### src/design/hilbert_curve_segment_generator_defines.svh
// Assertion macros for the Hilbert curve segment generator datapath.
`ifndef HILBERT_CURVE_SEGMENT_GENERATOR_DEFINES_SVH
`define HILBERT_CURVE_SEGMENT_GENERATOR_DEFINES_SVH

// Property that must hold at every clock edge outside reset.
`define HCSG_ASSERT(lbl, prop, msg) \
  lbl: assert property (@(posedge clk_i) disable iff (!rst_ni) (prop)) else $error(msg);

// Property whose consequent must hold in the cycle after its antecedent.
`define HCSG_ASSERT_NEXT(lbl, ante, cons, msg) \
  lbl: assert property (@(posedge clk_i) disable iff (!rst_ni) (ante) |=> (cons)) else $error(msg);

`endif

### src/design/hcsg_pkg.sv
// Shared constants, types and codes for the Hilbert curve segment generator.
package hcsg_pkg;

  localparam int unsigned MAX_ORDER  = 10;
  localparam int unsigned COORD_BITS = 16;
  localparam int unsigned LEVEL_W    = $clog2(MAX_ORDER);
  localparam int unsigned ORDER_W    = 4;
  localparam int unsigned CMP_W      = ORDER_W + 1;
  localparam int unsigned STEP_W     = 15;
  localparam int unsigned CFG_IDX_W  = 3;
  localparam int unsigned CFG_DATA_W = 16;

  typedef enum logic [CFG_IDX_W-1:0] {
    CFG_ORDER   = 3'd0,
    CFG_STEP    = 3'd1,
    CFG_SPAN    = 3'd2,
    CFG_START_X = 3'd3,
    CFG_START_Y = 3'd4,
    CFG_DIR     = 3'd5
  } cfg_reg_e;

  typedef enum logic [1:0] {
    DIR_UP_Y   = 2'd0,
    DIR_DOWN_Y = 2'd1,
    DIR_DOWN_X = 2'd2,
    DIR_UP_X   = 2'd3
  } dir_e;

  // One recursion frame: moves done so far, and the swap/negate turn.
  typedef struct packed {
    logic [1:0] moves;
    logic [1:0] turn;
  } frame_t;

  // Commands from the controller to the datapath.
  typedef struct packed {
    logic init;
    logic push;
    logic move;
    logic pop;
    logic finish;
    logic emit;
  } dp_cmd_t;

  // Status from the datapath to the controller.
  typedef struct packed {
    logic active;
    logic deeper;
    logic top_done;
    logic at_root;
    logic out_free;
  } dp_status_t;

endpackage

### src/design/hcsg_ctrl.sv
// Controller state machine sequencing the descent, move and unwind of one segment.
module hcsg_ctrl
  import hcsg_pkg::*;
(
  input  logic       clk_i,
  input  logic       rst_ni,
  input  logic       in_valid_i,
  output logic       in_ready_o,
  input  logic       restart_i,
  input  dp_status_t status_i,
  output dp_cmd_t    cmd_o
);

  typedef enum logic [5:0] {
    ST_IDLE      = 6'b000001,
    ST_DESC_PRE  = 6'b000010,
    ST_MOVE      = 6'b000100,
    ST_DESC_POST = 6'b001000,
    ST_UNWIND    = 6'b010000,
    ST_EMIT      = 6'b100000
  } state_e;

  state_e state_q, state_d;
  logic   accept;

  assign in_ready_o = (state_q == ST_IDLE);
  assign accept     = in_valid_i && in_ready_o;

  always_comb begin
    state_d = state_q;
    cmd_o   = '0;
    case (state_q)
      ST_IDLE: begin
        if (accept) begin
          if (restart_i || !status_i.active) begin
            cmd_o.init = 1'b1;
            state_d    = ST_DESC_PRE;
          end else begin
            state_d = ST_MOVE;
          end
        end
      end
      ST_DESC_PRE: begin
        if (status_i.deeper) begin
          cmd_o.push = 1'b1;
        end else begin
          state_d = ST_MOVE;
        end
      end
      ST_MOVE: begin
        cmd_o.move = 1'b1;
        state_d    = status_i.deeper ? ST_DESC_POST : ST_UNWIND;
      end
      ST_DESC_POST: begin
        if (status_i.deeper) begin
          cmd_o.push = 1'b1;
        end else begin
          state_d = ST_EMIT;
        end
      end
      ST_UNWIND: begin
        if (status_i.top_done) begin
          if (status_i.at_root) begin
            cmd_o.finish = 1'b1;
            state_d      = ST_EMIT;
          end else begin
            cmd_o.pop = 1'b1;
          end
        end else begin
          state_d = ST_EMIT;
        end
      end
      ST_EMIT: begin
        if (status_i.out_free) begin
          cmd_o.emit = 1'b1;
          state_d    = ST_IDLE;
        end
      end
      default: begin
        state_d = ST_IDLE;
      end
    endcase
  end

  always_ff @(posedge clk_i or negedge rst_ni) begin
    if (!rst_ni) begin
      state_q <= ST_IDLE;
    end else begin
      state_q <= state_d;
    end
  end

endmodule

### src/design/hcsg_datapath.sv
// Datapath: configuration registers, frame stack, pen position and output register.
`include "hilbert_curve_segment_generator_defines.svh"

module hcsg_datapath
  import hcsg_pkg::*;
(
  input  logic                  clk_i,
  input  logic                  rst_ni,
  input  logic                  cfg_we_i,
  input  logic [CFG_IDX_W-1:0]  cfg_index_i,
  input  logic [CFG_DATA_W-1:0] cfg_data_i,
  input  dp_cmd_t               cmd_i,
  output dp_status_t            status_o,
  input  logic                  out_ready_i,
  output logic                  out_valid_o,
  output logic [COORD_BITS-1:0] from_x_o,
  output logic [COORD_BITS-1:0] from_y_o,
  output logic [COORD_BITS-1:0] to_x_o,
  output logic [COORD_BITS-1:0] to_y_o,
  output logic                  last_o
);

  logic [ORDER_W-1:0]    cfg_order_q;
  logic [STEP_W-1:0]     cfg_step_q;
  logic [COORD_BITS-1:0] cfg_span_q, cfg_start_x_q, cfg_start_y_q;
  dir_e                  cfg_dir_q;

  frame_t                frame_q [MAX_ORDER];
  logic [LEVEL_W-1:0]    level_q, level_nx;
  logic                  active_q, last_q;
  logic [COORD_BITS-1:0] pen_x_q, pen_y_q;
  logic [COORD_BITS-1:0] res_from_x_q, res_from_y_q;
  logic                  out_valid_q;
  logic [COORD_BITS-1:0] out_from_x_q, out_from_y_q, out_to_x_q, out_to_y_q;
  logic                  out_last_q;

  logic [ORDER_W-1:0]    eff_order;
  frame_t                cur, moved_frame, child_frame;
  logic [1:0]            p_clip, p_new;
  logic                  swap, neg;
  logic [COORD_BITS-1:0] step, half, r1, r2, va, vb, dx, dy;
  logic [COORD_BITS-1:0] init_x, init_y;

  // Out-of-range orders are clamped to the supported range.
  always_comb begin
    if (cfg_order_q == '0) begin
      eff_order = ORDER_W'(1);
    end else if (cfg_order_q > ORDER_W'(MAX_ORDER)) begin
      eff_order = ORDER_W'(MAX_ORDER);
    end else begin
      eff_order = cfg_order_q;
    end
  end

  assign cur      = frame_q[level_q];
  assign level_nx = level_q + LEVEL_W'(1);

  assign status_o.active   = active_q;
  assign status_o.deeper   = (CMP_W'(level_q) + CMP_W'(1)) < CMP_W'(eff_order);
  assign status_o.top_done = (cur.moves == 2'd3);
  assign status_o.at_root  = (level_q == '0);
  assign status_o.out_free = !out_valid_q || out_ready_i;

  // The root move is turned by the frame's swap/negate, then by the move number.
  always_comb begin
    step = COORD_BITS'(cfg_step_q);
    half = COORD_BITS'(cfg_step_q >> 1);
    r1   = '0;
    r2   = '0;
    case (cfg_dir_q)
      DIR_UP_Y:   r2 = step;
      DIR_DOWN_Y: r2 = '0 - step;
      DIR_DOWN_X: r1 = '0 - step;
      DIR_UP_X:   r1 = step;
      default:    r1 = step;
    endcase
    p_clip = (cur.moves == 2'd3) ? 2'd2 : cur.moves;
    swap   = cur.turn[0] ^ (p_clip == 2'd1);
    neg    = cur.turn[1] ^ (p_clip == 2'd2);
    va     = swap ? r2 : r1;
    vb     = swap ? r1 : r2;
    dx     = neg ? ('0 - va) : va;
    dy     = neg ? ('0 - vb) : vb;
    p_new  = p_clip + 2'd1;
    moved_frame.moves = p_new;
    moved_frame.turn  = cur.turn;
    child_frame.moves = 2'd0;
    if (cmd_i.push) begin
      child_frame.turn = cur.turn ^ 2'b01;
    end else begin
      child_frame.turn = cur.turn ^ ((p_new == 2'd3) ? 2'b11 : 2'b00);
    end
    if (cfg_dir_q == DIR_UP_Y || cfg_dir_q == DIR_UP_X) begin
      init_x = cfg_start_x_q + half;
      init_y = cfg_start_y_q + half;
    end else begin
      init_x = cfg_start_x_q + cfg_span_q - half;
      init_y = cfg_start_y_q + cfg_span_q - half;
    end
  end

  always_ff @(posedge clk_i or negedge rst_ni) begin
    if (!rst_ni) begin
      cfg_order_q   <= ORDER_W'(1);
      cfg_step_q    <= STEP_W'(1);
      cfg_span_q    <= '0;
      cfg_start_x_q <= '0;
      cfg_start_y_q <= '0;
      cfg_dir_q     <= DIR_UP_Y;
    end else if (cfg_we_i) begin
      case (cfg_reg_e'(cfg_index_i))
        CFG_ORDER:   cfg_order_q   <= cfg_data_i[ORDER_W-1:0];
        CFG_STEP:    cfg_step_q    <= cfg_data_i[STEP_W-1:0];
        CFG_SPAN:    cfg_span_q    <= COORD_BITS'(cfg_data_i);
        CFG_START_X: cfg_start_x_q <= COORD_BITS'(cfg_data_i);
        CFG_START_Y: cfg_start_y_q <= COORD_BITS'(cfg_data_i);
        CFG_DIR:     cfg_dir_q     <= dir_e'(cfg_data_i[1:0]);
        default: begin
        end
      endcase
    end
  end

  always_ff @(posedge clk_i or negedge rst_ni) begin
    if (!rst_ni) begin
      level_q     <= '0;
      active_q    <= 1'b0;
      last_q      <= 1'b0;
      pen_x_q     <= '0;
      pen_y_q     <= '0;
      out_valid_q <= 1'b0;
    end else begin
      if (cmd_i.init) begin
        level_q  <= '0;
        active_q <= 1'b1;
        last_q   <= 1'b0;
        pen_x_q  <= init_x;
        pen_y_q  <= init_y;
      end
      if (cmd_i.push || (cmd_i.move && status_o.deeper)) begin
        level_q <= level_nx;
      end
      if (cmd_i.move) begin
        last_q  <= 1'b0;
        pen_x_q <= pen_x_q + dx;
        pen_y_q <= pen_y_q + dy;
      end
      if (cmd_i.pop) begin
        level_q <= level_q - LEVEL_W'(1);
      end
      if (cmd_i.finish) begin
        active_q <= 1'b0;
        last_q   <= 1'b1;
      end
      if (cmd_i.emit) begin
        out_valid_q <= 1'b1;
      end else if (out_ready_i) begin
        out_valid_q <= 1'b0;
      end
    end
  end

  always_ff @(posedge clk_i) begin
    if (cmd_i.init) begin
      frame_q[0] <= '0;
    end
    if (cmd_i.move) begin
      frame_q[level_q] <= moved_frame;
      res_from_x_q     <= pen_x_q;
      res_from_y_q     <= pen_y_q;
    end
    if (cmd_i.push || (cmd_i.move && status_o.deeper)) begin
      frame_q[level_nx] <= child_frame;
    end
    if (cmd_i.emit) begin
      out_from_x_q <= res_from_x_q;
      out_from_y_q <= res_from_y_q;
      out_to_x_q   <= pen_x_q;
      out_to_y_q   <= pen_y_q;
      out_last_q   <= last_q;
    end
  end

  assign out_valid_o = out_valid_q;
  assign from_x_o    = out_from_x_q;
  assign from_y_o    = out_from_y_q;
  assign to_x_o      = out_to_x_q;
  assign to_y_o      = out_to_y_q;
  assign last_o      = out_last_q;

  `HCSG_ASSERT(a_level_bound, CMP_W'(level_q) < CMP_W'(MAX_ORDER), "frame level beyond stack depth")
  `HCSG_ASSERT(a_cmd_single, $onehot0(cmd_i), "more than one datapath command at once")
  `HCSG_ASSERT(a_finish_root, !cmd_i.finish || (level_q == '0), "walk finished away from root")
  `HCSG_ASSERT_NEXT(a_finish_state, cmd_i.finish, !active_q && last_q, "finish did not end walk")

endmodule

### src/design/hilbert_curve_segment_generator.sv
// A restart descends one frame per cycle; every word then makes one move and descends or
// unwinds one frame per cycle. The next word is accepted the cycle after the result
// enters the output register, which holds it while the consumer stalls.
// Reset (rst_ni, asynchronous, active low) clears the walk, the output valid flag and
// the configuration registers to order 1, step 1 and zero for the rest.
module hilbert_curve_segment_generator
  import hcsg_pkg::*;
(
  input  logic                  clk_i,
  input  logic                  rst_ni,
  // Configuration write port.
  input  logic                  cfg_we_i,
  input  logic [CFG_IDX_W-1:0]  cfg_index_i,
  input  logic [CFG_DATA_W-1:0] cfg_data_i,
  // Input channel: one word asks for the next segment, or a fresh walk.
  input  logic                  in_valid_i,
  output logic                  in_ready_o,
  input  logic                  restart_i,
  // Output channel: one word per segment.
  output logic                  out_valid_o,
  input  logic                  out_ready_i,
  output logic [COORD_BITS-1:0] from_x_o,
  output logic [COORD_BITS-1:0] from_y_o,
  output logic [COORD_BITS-1:0] to_x_o,
  output logic [COORD_BITS-1:0] to_y_o,
  output logic                  last_o
);

  // The controller walks the frame stack one level per cycle. A word that
  // starts a walk first loads the pen from the corner and descends to the
  // deepest level; every word then makes one step-sized move, after which the walk
  // either descends again into the next child frame or unwinds past frames
  // that have done all three moves. Unwinding out of the root frame marks
  // the last segment and ends the walk, so the following word starts anew.
  dp_cmd_t    cmd;
  dp_status_t status;

  hcsg_ctrl u_ctrl (
    .clk_i      (clk_i),
    .rst_ni     (rst_ni),
    .in_valid_i (in_valid_i),
    .in_ready_o (in_ready_o),
    .restart_i  (restart_i),
    .status_i   (status),
    .cmd_o      (cmd)
  );

  // The datapath holds the registers, the frame stack and the output stage;
  // the output register lets the next word in while a result still waits.
  hcsg_datapath u_datapath (
    .clk_i       (clk_i),
    .rst_ni      (rst_ni),
    .cfg_we_i    (cfg_we_i),
    .cfg_index_i (cfg_index_i),
    .cfg_data_i  (cfg_data_i),
    .cmd_i       (cmd),
    .status_o    (status),
    .out_ready_i (out_ready_i),
    .out_valid_o (out_valid_o),
    .from_x_o    (from_x_o),
    .from_y_o    (from_y_o),
    .to_x_o      (to_x_o),
    .to_y_o      (to_y_o),
    .last_o      (last_o)
  );

endmodule
### config.mk
export PLATFORM = sky130hd
export DESIGN_NAME = hilbert_curve_segment_generator
export DESIGN_NICKNAME = d
export VERILOG_FILES = /design/src/design/hcsg_pkg.sv /design/src/design/hcsg_ctrl.sv /design/src/design/hcsg_datapath.sv /design/src/design/hilbert_curve_segment_generator.sv
export VERILOG_INCLUDE_DIRS = /design/src /design/src/design
export SDC_FILE = /design/constraint.sdc
export NUM_CORES = 1
export LEC_CHECK = 0
export BUFFER_PORTS_ARGS = -buffer_cell sky130_fd_sc_hd__clkbuf_2
export CORE_MARGIN = 3
export CORE_UTILIZATION = 42
export CTS_CLUSTER_SIZE = 20
export DETAILED_ROUTE_END_ITERATION = 12
export PLACE_DENSITY = 0.63
export SLEW_MARGIN = 20
export SYNTH_ARGS = -nofsm -noshare
export SYNTH_HDL_FRONTEND = slang
export SYNTH_SLANG_ARGS = --single-unit
### constraint.sdc
create_clock -name clk_i -period 18.9 [get_ports clk_i]
set_clock_uncertainty 0.1 [all_clocks]
set_input_delay 0.945 -clock clk_i [delete_from_list [all_inputs] [get_ports clk_i]]
set_output_delay 0.945 -clock clk_i [all_outputs]
set_load 0.01 [all_outputs]
-- Word level (Yosys, flattened, before mapping)
Memory sizes are Yosys's and may differ from the RTL's.
Cells that the tools add are included.
- memories: 1
- bits in writable memories: 40
- bits of input ports: 25
- word-level logic and storage cells: 148
- flip-flop bits (word level): 211
- output and inout bits: 67
- $lt $le $gt $ge: 2
- add/sub/neg operators: 15
- bitwise operators: 4
- mux-type cells: 57
- eq/ne operators: 23
- reductions and logical operators: 26
- memories (name ; depth ; width ; rd ports ; clocked after memory_dff ; write ports ; RTL line ; source):
    u_datapath.frame_q ; 10 ; 4 ; 1 ; 0 ; 2 ; hcsg_datapath.sv:28 ; frame_t frame_q [MAX_ORDER];
- operator list (kind ; number):
    16-bit 2-to-1 mux ; 10
    16-bit adder ; 4
    16-bit case mux with 2 select lines ; 2
    6-bit 2-to-1 mux ; 6
    6-bit case mux with 6 select lines ; 1
    16-bit by 14-bit adder with 16-bit output ; 2
    1-bit by 16-bit subtractor with 16-bit output (first input constant) ; 2
    16-bit by 14-bit subtractor with 16-bit output ; 2
    4-bit 2-to-1 mux ; 7
    1-bit 2-to-1 mux ; 24
    1-bit by 15-bit subtractor with 16-bit output (first input constant) ; 1
    2-bit AND reduction ; 6
    2-bit == test (second input constant) ; 5
    2-bit 2-to-1 mux ; 5
    4-bit zero test ; 2
    2-bit inequality test (second input constant) ; 4
    3-bit by 2-bit == test with 1-bit output (second input constant) ; 2
    3-bit == test (second input constant) ; 2
    6-bit by 1-bit == test with 1-bit output (second input constant) ; 1
    6-bit by 2-bit == test with 1-bit output (second input constant) ; 1
    6-bit by 3-bit == test with 1-bit output (second input constant) ; 1
    6-bit by 4-bit == test with 1-bit output (second input constant) ; 1
    6-bit by 5-bit == test with 1-bit output (second input constant) ; 1
    6-bit == test (second input constant) ; 1
    other kinds (24) ; 34

-- Depth between registers and ports, before layout
An unclocked memory read counts as a cell.
- word-level depth: 10
- mapped depth: 30
- gate-level depth less buffers: 24

-- Modules after synthesis
Synthesis repeated with hierarchy kept, for this count alone.
- cells, all modules: 1794
- area total of the unflattened synthesis: 17065.1 µm²
- by module, submodules not included (module ; instances ; cells each ; sequential area each (µm²) ; area an instance (µm²)):
    hcsg_datapath ; 1 ; 1741 ; 6618.8 ; 16605.9
    hcsg_ctrl ; 1 ; 53 ; 151.4 ; 459.2

-- Worst setup path before layout
OpenSTA, ideal clock, no wires.
- kind: flip-flop to flip-flop
- start point: register u_datapath.level_q[1]
- end point: register u_datapath.pen_y_q[14]
- buffers on the path: 6
- clock period less this slack: 5.909 ns
- arrival: 5.688 ns
- slack: 12.991 ns
- data required time: 18.679 ns
- library setup time: 0.121 ns
- cell stages (with the launch flop): 29
- path through: dfrtp_1 clkbuf_1 clkbuf_1 mux4_2 a22oi_1 nand2_1 or3_1 buf_6 and2_1 buf_6 buf_6 buf_2 a31oi_1 and2_1 inv_1 ha_1 nand2_1 o21ai_0 fa_1 a21o_1 a21o_1 a21o_1 a21o_1 a21oi_1 o21ai_0 o41ai_1 o21ai_0 xor2_1 a22o_1
- longest elaborated chain between the ends: 10
- elaborated cells on any way between the ends: 12
- those cells by class: add/sub: 2; eq/ne: 3; mux: 4; bitwise: 2; memory: 1
- ends and longest elaborated chain (item ; RTL line ; source):
    start: declaration ; hcsg_datapath.sv:29 ; logic [LEVEL_W-1:0] level_q, level_nx;
    start signal: assignment ; hcsg_datapath.sv:141 ; level_q <= level_nx;
    start signal: assignment ; hcsg_datapath.sv:149 ; level_q <= level_q - LEVEL_W'(1);
    memory 10 x 4 bit * ; - ;
    2-bit == test ; hcsg_datapath.sv:77 ; p_clip = (cur.moves == 2'd3) ? 2'd2 : cur.moves;
    2-bit 2-to-1 mux ; hcsg_datapath.sv:77 ;
    2-bit by 1-bit == test with 1-bit output ; hcsg_datapath.sv:78 ; swap = cur.turn[0] ^ (p_clip == 2'd1);
    1-bit bitwise XOR ; hcsg_datapath.sv:78 ;
    16-bit 2-to-1 mux ; hcsg_datapath.sv:81 ; vb = swap ? r1 : r2;
    1-bit by 16-bit subtractor with 16-bit output ; hcsg_datapath.sv:83 ; dy = neg ? ('0 - vb) : vb;
    16-bit 2-to-1 mux * ; hcsg_datapath.sv:83 ;
    16-bit adder * ; hcsg_datapath.sv:146 ; pen_y_q <= pen_y_q + dy;
    16-bit 2-to-1 mux * ; hcsg_datapath.sv:143 ; if (cmd_i.move) begin
    end signal: assignment ; hcsg_datapath.sv:138 ; pen_y_q <= init_y;
    end signal: assignment ; hcsg_datapath.sv:146 ;
    end: declaration ; hcsg_datapath.sv:31 ; logic [COORD_BITS-1:0] pen_x_q, pen_y_q;
Mark *: on every way between the ends. The rest lies on a longest branch, timed or not.
A chain may end at the register's enable or synchronous reset.

-- Worst setup path in the final report
- start point: register u_datapath.level_q[0]
- end point: register u_datapath.pen_y_q[13]
The elaborated chain is that of the path after synthesis.

==> impl_metrics.json <==
{
  "ys_ff_latch": 251,
  "drcViolationCount": 0,
  "cts.clk_slew.worst_paths_ps": 60,
  "finalCriticalPeriod_ps": 6820,
  "synth.most_common_cell": "nand2_1",
  "place_area_um2": 18500,
  "cts-htree-levels": 1,
  "routabilityCongestion": 0.901,
  "critical_path.max_fanout": 34,
  "hold_viol_final": 0,
  "setup_viol": 0,
  "synthTopCellsByCount": "nand2_1 (171), inv_1 (165), a21oi_1 (140), ha_1 (139), o21ai_0 (124)",
  "rrSetupSlack_ps": 12080,
  "cp_common_cell": "a21o_1",
  "post-route-period-util": 0.361,
  "ys_warn_count": 0,
  "post_cts_buffers": 0,
  "yosysUniqueCellTypes": 79,
  "grt_pass1_vias": 13443,
  "maxSlewViolCount": 0,
  "max_cap_viol_count": 0,
  "ios": 92,
  "grt_overflow": 0,
  "synth_ff_type": "edfxtp_1",
  "crit_path_max_incr_delay_ps": 610,
  "cts_hold_buf": 0,
  "routed_wl_um": 45400,
  "drive_gt1_frac": 0.114,
  "design_area_um2": 19500,
  "ys_async_sr_fraction": 0.454,
  "hp-class": "reg2reg",
  "clock_latency_ps": 560,
  "ys_top_cells_by_area": "edfxtp_1 (20%), dfrtp_1 (16%), ha_1 (9.9%), a21oi_1 (4.0%), mux2i_1 (3.8%)",
  "ctsRootBufferMaster": "clkbuf_16",
  "grt_pass1_wl_um": 72500,
  "cp.arrival_ps": 7120,
  "status": "finished clean",
  "max_freq_ghz": 0.147,
  "grt_max_degree": 74,
  "ys_seq_area_frac": 0.386,
  "slowest_stage": "dfrtp_1",
  "die_h_um": 210,
  "viasPerCell": 5.64,
  "final_nets": 2088,
  "clockBufferDepth": 3,
  "synth_nets": 2026,
  "vias": 13785,
  "num_rows": 74,
  "critPathLaunchType": "flip-flop",
  "cts_tree": "built",
  "dr.pass1.iters": 6,
  "start_util": 0.428,
  "area_delta_synth_final_pct": 11.0,
  "synth_top_cell_area_share": 0.200,
  "worstPathRequired_ps": 19200,
  "cts_made_buffers": 28,
  "synth_edf_count": 117,
  "avgSynthCellArea_um2": 9.58,
  "critPathCaptureType": "flip-flop",
  "syn_area_um2": 17500,
  "dpl.hpwl_um": 34000,
  "die_x_um": 210,
  "ant_nets": 0,
  "nFillCells": 3792,
  "relSlewSlack": 0.294,
  "antenna_cells": 0,
  "track_usage": 0.203,
  "synthCells": 1830,
  "wire_per_inst_um": 18.6,
  "io_buffers": 91,
  "antenna_found_initial": 0,
  "core_area_um2": 41000,
  "post_cts_resized": 0,
  "drtIter0Drc": 1193,
  "synth_area_leader_cell": "edfxtp_1",
  "worstMarginPinSlew_ps": 1050,
  "fin_tns_setup_ps": 0,
  "fp.dieArea_um2": 44200,
  "path_class": "reg2reg",
  "numClockSinks": 251,
  "rsz0062_at_grt": "no"
}
-- layer usage --
layer	vias to the layer above	part of all wire	global-route usage
li1	6625	-	-
met1	6672	0.48	0.299
met2	434	0.44	0.318
met3	54	0.064	0.0286
met4	0	0.019	0.0502
met5	-	0	0
-- path summary, 6_finish.rpt --
check | startpoint | endpoint | cells after the start
setup reg to reg | u_datapath.level_q[0] | u_datapath.pen_y_q[13] | 25
hold reg to reg | u_datapath.res_from_y_q[5] | u_datapath.from_y_o[5] | 0
hold / removal | u_datapath.res_from_y_q[5] | u_datapath.from_y_o[5] | 0
max in group asynchronous | rst_ni | u_datapath.cfg_start_x_q[2] | 2
setup / recovery | u_datapath.level_q[0] | u_datapath.pen_y_q[13] | 25
min in group asynchronous | rst_ni | u_datapath.out_valid_o | 1
-- kinds of logic (layout without fill, tap and decap cells) --
group	count (synthesis)	after routing	synth area share
xor gates and xnor gates	117	117	0.0592
and+or+nand+nor	471	471	0.127
buffers and inverters	242	325	0.0551
adders and majority gates	172	172	0.136
muxes	110	110	0.0712
DFF	251	251	0.386
AOI/OAI and AO/OA	467	467	0.165
-- cell type report --
| cell class | instances | area [µm²] | share of cell area |
|---|---|---|---|
| Timing Repair Buffer | 106 | 571 | 0.0293 |
| Clock buffer | 34 | 754 | 0.0388 |
| Inverter | 168 | 631 | 0.0324 |
| Multi-Input combinational cell | 1337 | 9830 | 0.505 |
| Tap cell | 532 | 666 | 0.0342 |
| Clock inverter | 17 | 245 | 0.0126 |
| Sequential cell | 251 | 6770 | 0.348 |
-- flip-flops by register name, summed over array words and instances (netlist names), 6 cells and up --
| name | count |
|---|---|
| u_ctrl.state_q | 6 |
| u_datapath.cfg_start_y_q | 16 |
| u_datapath.pen_x_q | 16 |
| u_datapath.pen_y_q | 16 |
| u_datapath.from_y_o | 16 |
| u_datapath.res_from_y_q | 16 |
| u_datapath.from_x_o | 16 |
| u_datapath.frame_q | 40 |
| u_datapath.res_from_x_q | 16 |
| u_datapath.cfg_start_x_q | 16 |
| u_datapath.cfg_step_q | 15 |
| u_datapath.cfg_span_q | 16 |
| u_datapath.to_x_o | 16 |
| u_datapath.to_y_o | 16 |
-- metrics by stage --
step	hold slack (ps)	cells	utilization	setup slack, ps
after floorplan	300	1830	-	12990
after global placement	302	2394	0.450	12280
after detailed placement	305	2394	0.450	12190
after CTS	318	2445	0.475	12180
after global routing	323	2445	0.475	11640
final	318	2445	0.475	12080
-- placed cells by master, fill, tap and decap left out, drive strengths merged, types with 20 or more instances in the layout --
| master | count |
|---|---|
| nand2 | 172 |
| inv | 168 |
| a21oi | 140 |
| ha | 139 |
| o21ai | 125 |
| clkbuf | 124 |
| edfxtp | 117 |
| nor2 | 111 |
| dfrtp | 111 |
| xnor2 | 75 |
| mux2i | 67 |
| xor2 | 41 |
| nand3 | 37 |
| mux2 | 35 |
| fa | 32 |
| nor3 | 32 |
| a21o | 27 |
| dfxtp | 20 |
-- critical path: cells and delay by family, from the launching register on --
family / cells / cell delay, ps
flip-flops: 1 / 610
AO/OA/AOI/OAI: 13 / 3180
buffers and inverters: 3 / 750
XOR/XNOR: 1 / 150
multiplexers: 1 / 530
adder cells (fa/ha/maj): 2 / 660
AND/OR/NAND/NOR: 5 / 690
Power is not shown: default switching activity piles up to over one toggle a cycle in this logic, so the estimate is an artifact.
